`src/sv/lz_range_coder_decompressor_defines.svh`:
```
// Assertion macros shared by the decompressor RTL.
`ifndef LZ_RANGE_CODER_DECOMPRESSOR_DEFINES_SVH
`define LZ_RANGE_CODER_DECOMPRESSOR_DEFINES_SVH

// Same-cycle implication, quiet while reset is high.
`define LZRC_ASSERT_IMP(lbl, clk, rst, ante, cons, msg) \
   lbl: assert property (@(posedge clk) disable iff (rst) (ante) |-> (cons)) else $error(msg);

// Next-cycle implication, quiet while reset is high.
`define LZRC_ASSERT_NXT(lbl, clk, rst, ante, cons, msg) \
   lbl: assert property (@(posedge clk) disable iff (rst) (ante) |=> (cons)) else $error(msg);

`endif

```
`src/sv/lzrc_pkg.sv`:
```
// Shared constants for the range-coded LZ decompressor.
`timescale 1ns / 1ps
`default_nettype none
package lzrc_pkg;
   localparam int unsigned WordW = 32;

   // Decoder phase codes
   localparam logic [3:0] PH_IDLE  = 4'd4;
   localparam logic [3:0] PH_FLAG  = 4'd5;
   localparam logic [3:0] PH_LIT   = 4'd6;
   localparam logic [3:0] PH_MLEN  = 4'd7;
   localparam logic [3:0] PH_OFFLO = 4'd8;
   localparam logic [3:0] PH_OFFHI = 4'd9;
   localparam logic [3:0] PH_END   = 4'd10;
   localparam logic [3:0] PH_BAD   = 4'd11;

   // Status codes
   localparam logic [1:0] ST_RUN  = 2'd0;
   localparam logic [1:0] ST_END  = 2'd1;
   localparam logic [1:0] ST_BAD  = 2'd2;
endpackage
`default_nettype wire

```
`src/sv/lzrc_div.sv`:
```
// Restoring 32-bit divider, one quotient bit per cycle.
`timescale 1ns / 1ps
`default_nettype none
`include "lz_range_coder_decompressor_defines.svh"
module lzrc_div (
   input  wire logic        clock,
   input  wire logic        reset,
   input  wire logic        start,
   input  wire logic [31:0] dividend,
   input  wire logic [31:0] divisor,
   output logic             done,
   output logic [31:0]      quotient
);
   import lzrc_pkg::*;

   logic [31:0] rem_ff, rem_in;
   logic [31:0] quo_ff, quo_in;
   logic [31:0] den_ff, den_in;
   logic [5:0]  cnt_ff, cnt_in;
   logic        busy_ff, busy_in;
   logic        done_ff, done_in;
   logic [32:0] trial;

   // Shift in one dividend bit and try a subtract
   always_comb begin
      rem_in  = rem_ff;
      quo_in  = quo_ff;
      den_in  = den_ff;
      cnt_in  = cnt_ff;
      busy_in = busy_ff;
      done_in = 1'b0;
      trial   = {rem_ff, quo_ff[31]} - {1'b0, den_ff};
      if (start) begin
         rem_in  = '0;
         quo_in  = dividend;
         den_in  = divisor;
         cnt_in  = '0;
         busy_in = 1'b1;
      end else if (busy_ff) begin
         if (!trial[32]) begin
            rem_in = trial[31:0];
            quo_in = {quo_ff[30:0], 1'b1};
         end else begin
            rem_in = {rem_ff[30:0], quo_ff[31]};
            quo_in = {quo_ff[30:0], 1'b0};
         end
         cnt_in = cnt_ff + 6'd1;
         if (cnt_ff == 6'(WordW - 1)) begin
            busy_in = 1'b0;
            done_in = 1'b1;
         end
      end
   end

   always_ff @(posedge clock) begin
      if (reset) begin
         busy_ff <= 1'b0;
         done_ff <= 1'b0;
         cnt_ff  <= '0;
      end else begin
         busy_ff <= busy_in;
         done_ff <= done_in;
         cnt_ff  <= cnt_in;
      end
      rem_ff <= rem_in;
      quo_ff <= quo_in;
      den_ff <= den_in;
   end

   assign done     = done_ff;
   assign quotient = quo_ff;

   `LZRC_ASSERT_IMP(a_div_nonzero, clock, reset, start, divisor != 32'd0, "divide by zero started")
   `LZRC_ASSERT_IMP(a_div_no_restart, clock, reset, busy_ff, !start, "divider restarted while busy")
endmodule
`default_nettype wire

```
`config.mk`:
```
export PLATFORM = sky130hd
export DESIGN_NAME = lzrc_div
export DESIGN_NICKNAME = d
export VERILOG_FILES = /design/src/sv/lzrc_pkg.sv /design/src/sv/lzrc_div.sv
export VERILOG_INCLUDE_DIRS = /design/src /design/src/sv
export SDC_FILE = /design/constraint.sdc
export NUM_CORES = 1
export LEC_CHECK = 0
export BUFFER_PORTS_ARGS = -buffer_cell sky130_fd_sc_hd__clkbuf_2
export CAP_MARGIN = 25
export CORE_ASPECT_RATIO = 1.1
export CORE_MARGIN = 2
export CORE_UTILIZATION = 25
export DETAILED_ROUTE_END_ITERATION = 12
export HOLD_SLACK_MARGIN = 0.12
export PLACE_DENSITY = 0.5
export SLEW_MARGIN = 20
export SYNTH_ARGS = -nofsm -noshare
export SYNTH_HDL_FRONTEND = slang
export SYNTH_SLANG_ARGS = --single-unit
```
`constraint.sdc`:
```
create_clock -name clock -period 3 [get_ports clock]
set_input_delay 0.6 -clock clock [delete_from_list [all_inputs] [get_ports clock]]
set_output_delay 0.6 -clock clock [all_outputs]
set_load 0.01 [all_outputs]
```
## Word-level counts from Yosys, hierarchy flattened

Cells that the tools add are included.

| word-level totals | value |
|---|---|
| output and inout bits | 33 |
| word-level logic and storage cells | 21 |
| bits in registers | 104 |
| input bits | 67 |

| cells by class | value |
|---|---|
| equal/unequal tests | 1 |
| $add $sub $neg | 2 |
| bitwise gates (word level) | 1 |
| reduce and logical (&&, ||, !) cells | 3 |
| muxes and demuxes | 8 |

Operators by type and width:

| kind | number |
|---|---|
| 32-bit 2-to-1 mux | 3 |
| 33-bit by 32-bit subtractor with 33-bit output | 1 |
| 6-bit by 1-bit adder with 6-bit output (second input constant) | 1 |
| 6-bit by 5-bit equality test with 1-bit output (second input constant) | 1 |
| 1-bit 2-to-1 mux | 5 |
| 3-bit OR reduction | 1 |
| 2-bit nonzero test | 1 |
| 2-bit OR reduction | 1 |
| 1-bit NOT | 1 |

## Longest topological paths before layout

| depth | value |
|---|---|
| depth in word-level cells | 4 |
| depth in mapped cells | 13 |
| mapped depth without buffers | 11 |

## Least setup slack after synthesis

No wires, ideal clock.

| timing | value |
|---|---|
| path type | register -> register |
| start | register den_ff[23] |
| end | register rem_ff[17] |
| setup slack | 0.097 ns |
| clock period less this slack | 2.903 ns |
| required time | 2.914 ns |
| buffers on the path | 3 |
| library setup time | 0.086 ns |
| stages on the path, launching flop included | 14 |
| data arrival time | 2.817 ns |
| cell sequence | edfxtp_1 inv_1 ha_1 buf_6 a21oi_4 and2b_1 or4b_1 a32oi_2 a211oi_1 or3_1 buf_6 buf_12 mux2i_1 a211oi_1 |

| on the way | value |
|---|---|
| longest elaborated chain between the ends | 2 |

Ends and longest elaborated chain:

| item | line | text |
|---|---|---|
| start, declared | lzrc_div.sv:18 | `logic [31:0] den_ff, den_in;` |
| start signal, assigned | lzrc_div.sv:67 | `den_ff <= den_in;` |
| 33-bit by 32-bit subtractor with 33-bit output | lzrc_div.sv:32 | `trial = {rem_ff, quo_ff[31]} - {1'b0, den_ff};` |
| 32-bit 2-to-1 mux | lzrc_div.sv:40 | `if (!trial[32]) begin` |
| end signal, assigned | lzrc_div.sv:65 | `rem_ff <= rem_in;` |
| end, declared | lzrc_div.sv:16 | `logic [31:0] rem_ff, rem_in;` |

Every way passes these cells.
A chain may end at the register's enable or synchronous reset.

## Final worst setup path

| timing | value |
|---|---|
| start | register quo_ff[31], in the netlist quotient[31] |
| end | register rem_ff[22] |

| on the way | value |
|---|---|
| longest elaborated chain between the ends | 2 |

Ends and longest elaborated chain:

| item | line | text |
|---|---|---|
| start, declared | lzrc_div.sv:17 | `logic [31:0] quo_ff, quo_in;` |
| start signal, assigned | lzrc_div.sv:66 | `quo_ff <= quo_in;` |
| 33-bit by 32-bit subtractor with 33-bit output | lzrc_div.sv:32 |  |
| 32-bit 2-to-1 mux | lzrc_div.sv:40 |  |

Every way passes these cells.

==> metrics.txt <==
TritonCTS clock tree=yes; via count of the routed design=4,704; achievable clock frequency=351 MHz; number of antenna violations at the first check in global routing=0; crit path max-delay cell type=sky130_fd_sc_hd__or3_4; buffer levels on the longest clock path=2; average routed wire per standard cell=14.3 um; synthesized netlist net count=688; maximum vdd ir drop=0.328 mV; gpl congestion=0.815; Setup-failing EPs final=0; pin count of the biggest net entering global routing=69; number of clock sinks seen by CTS=104; Min Hold Slack=399 ps; worst reg2reg path startpoint=quotient[31]$_DFFE_PP_; share of the yosys chip area belonging to registers=45.1%; std cell rows=59; clock latency at the later pin of the worst-skew pair=370 ps; overall overflow remaining after global route=0; boundary pin count=100; Static Leak=3.11 nW; Reg-to-Reg End=rem_ff[22]$_SDFFE_PP0P_; kind of end point of the critical path=flip-flop; CTS H-tree lvls=3; shortest clock period the worst path allows after layout=2850 ps; final hold violation count=0; count of buffers from port buffering=99; per-cell via count in the routed design=4.61; Design Area, Final=7540 um^2; first-pass GRT wire length=24,200 um; class of the tightest hold or removal check=input pin to flip-flop; number of buffers added by the clock tree synthesis step=9; clock transition at the registers of the reported paths=80 ps; startpoint type of the worst setup path=flip-flop; Worst EP arrival=3130 ps; overall die width=152 um; via count of the first global-routing pass=4,878; final worst path period share=95.1%; #FFs+latches synth=104; clock tree skew after final layout=12.7 ps; Crit path buffers/inverters=2; startpoint of the lowest-slack hold path=reset; number of DRC markers in iteration 0=177; async set-reset flop share out of synthesis=0%; worst-case reg-to-reg path depth=12; Max Cap Viol=0; share of final-layout standard cells stronger than drive strength 1=30.4%; sum of internal, switching and leakage power=4.36 mW; Remaining DRCs=0; most frequent cells in the layout=sky130_fd_sc_hd__clkbuf_2, sky130_fd_sc_hd__edfxtp_1, sky130_fd_sc_hd__nor2_1, sky130_fd_sc_hd__inv_1, sky130_fd_sc_hd__buf_4; warning count from the yosys run=0; Core ar.=23,700 um^2; Initial DRT Pass Iterations=4; Max Transition Viols Final=0; mapped cell area=6040 um^2; power density normalized to cell area=579 nW/um^2; synthesized area per cell=10.3 um^2; diode count=0; clock tree root driver cell=sky130_fd_sc_hd__clkbuf_16; chip height=167 um; worst hold endpoint=busy_ff$_SDFF_PP0_; DP HPWL=10,800 um; layout net count=812; antenna viol nets, final=0; Top Family by Delay on Critical Path=simple AND/OR/NAND/NOR gates; status=finished, final reports clean; Max FO, Critical Path=11; most frequent standard cell in the layout excluding fill and tap cells=sky130_fd_sc_hd__clkbuf_2; dominant register cell in the synthesized netlist=sky130_fd_sc_hd__edfxtp_1; instance count along the most critical hold path=2; slew of the pin with the lowest slew margin=713 ps; area after detailed placement=7080 um^2; worst max-slew margin expressed relative to the limit=52.5%; starting density of the core=25.5%; hold_buf cts=0; Syn-to-layout area delta=24.8%; critical path's largest stage delay=430 ps; area of the die=25,400 um^2; all-layer global routing usage=11.7%; total of fill cells in the finished design=2,438; worst-case register-to-register setup slack=150 ps; Routed WL=14,600 um; count of mapped cells out of synthesis=587; Worst Path Class, Setup=flip-flop to flip-flop; list of cells traversed by the critical path=inv_1 -> ha_1 -> fa_2 -> nand2b_4 -> a21oi_2 -> o21a_1 -> o21ai_1 -> and3b_2 -> or3_4 -> buf_12 -> mux2i_1 -> a211oi_1; number of flops mapped to enable cells by yosys=64; Critical Path RT=3270 ps; number of different library cells in the post-synthesis netlist=60
[flip-flops by register name (all words and copies together) (netlist names)]
name      cells
quotient     32
done          1
busy_ff       1
rem_ff       32
cnt_ff        6
den_ff       32
[per-layer routing]
layer  wire (um)  GRT usage (%)  vias to the layer above  part of all wire (%)
met1        6840           14.8                     2185                    47
met3         851           3.90                       12                   5.8
li1            -              -                     2409                     -
met4         198           3.58                        0                   1.4
met2        6720           19.0                       98                    46
met5           0              0                        -                     0
[metrics by stage]
step / utilization [%] / setup TNS [ps] / std cells / setup WS [ps]
2_1_floorplan: - / 0 / 587 / 97.5
6_report: 31.8 / 0 / 1021 / 147
4_1_cts: 31.3 / 0 / 1017 / 4.00
3_3_place_gp: 29.9 / 0 / 1001 / 33.2
5_1_grt: 31.8 / -66.3 / 1021 / -12.1
3_5_place_dp: 29.9 / -728 / 1001 / -61.1
[cell families after synthesis]
kind of cell / count (synthesis) / share of synthesized area, %
compound gates: 151 / 17.2
simple gates: 145 / 11.7
flops: 104 / 45.1
buf+inv: 71 / 5.24
mux: 54 / 9.61
fa+ha+maj: 34 / 7.17
xor+xnor: 28 / 4.06
[repair_timing]
action	4_1_cts	5_1_grt
hold endpoints to repair	0	0
pin swaps	0	19
endpoints found under the setup margin	21	33
buffers inserted	0	4
resized for setup	2	20
[worst max-delay path by stage]
stage / endpoint / from / slack, ps / cells past startpoint
6_report: rem_ff[22]$_SDFFE_PP0P_ / quotient[31]$_DFFE_PP_ / 150 / 12
5_1_grt: rem_ff[4]$_SDFFE_PP0P_ / quotient[31]$_DFFE_PP_ / -10 / 12
4_1_cts: rem_ff[27]$_SDFFE_PP0P_ / den_ff[23]$_DFFE_PP_ / 4 / 12
3_5_place_dp: rem_ff[9]$_SDFFE_PP0P_ / quotient[31]$_DFFE_PP_ / -60 / 12
3_3_place_gp: rem_ff[27]$_SDFFE_PP0P_ / den_ff[17]$_DFFE_PP_ / 30 / 12
2_1_floorplan: rem_ff[17]$_SDFFE_PP0P_ / den_ff[23]$_DFFE_PP_ / 100 / 13
[cell type report]
class                   instances  area, um^2  share of cell area [%]
flip-flops and latches        104        2720                    36.1
repair buffers                141         842                    11.2
clock inverters                 7        98.8                    1.31
well taps                     305         382                    5.06
multi-input cells             412        3110                    41.2
clock buffers                   9         225                    2.99
inverters                      43         161                    2.14
[Yosys cell counts (19+ instances only)]
library cell	number	area, um^2
sky130_fd_sc_hd__inv_1	43	161
sky130_fd_sc_hd__mux2_2	32	360
sky130_fd_sc_hd__a211oi_1	28	210
sky130_fd_sc_hd__nand2_1	37	139
sky130_fd_sc_hd__clkbuf_1	19	71.3
sky130_fd_sc_hd__a21oi_1	32	160
sky130_fd_sc_hd__dfxtp_1	40	801
sky130_fd_sc_hd__o21ai_0	28	140
sky130_fd_sc_hd__edfxtp_1	64	1920
sky130_fd_sc_hd__xnor2_1	20	175
sky130_fd_sc_hd__ha_1	33	413
sky130_fd_sc_hd__nor2_1	49	184
sky130_fd_sc_hd__mux2i_1	22	220
[power breakdown]
group          leakage, nW  switching, mW  internal, mW
Sequential           0.964         0.0761          1.67
Combinational         1.99          0.699         0.620
Clock                0.156          0.626         0.676
Total                 3.11           1.40          2.96
Note: power is estimated with default switching activity, not from simulation.
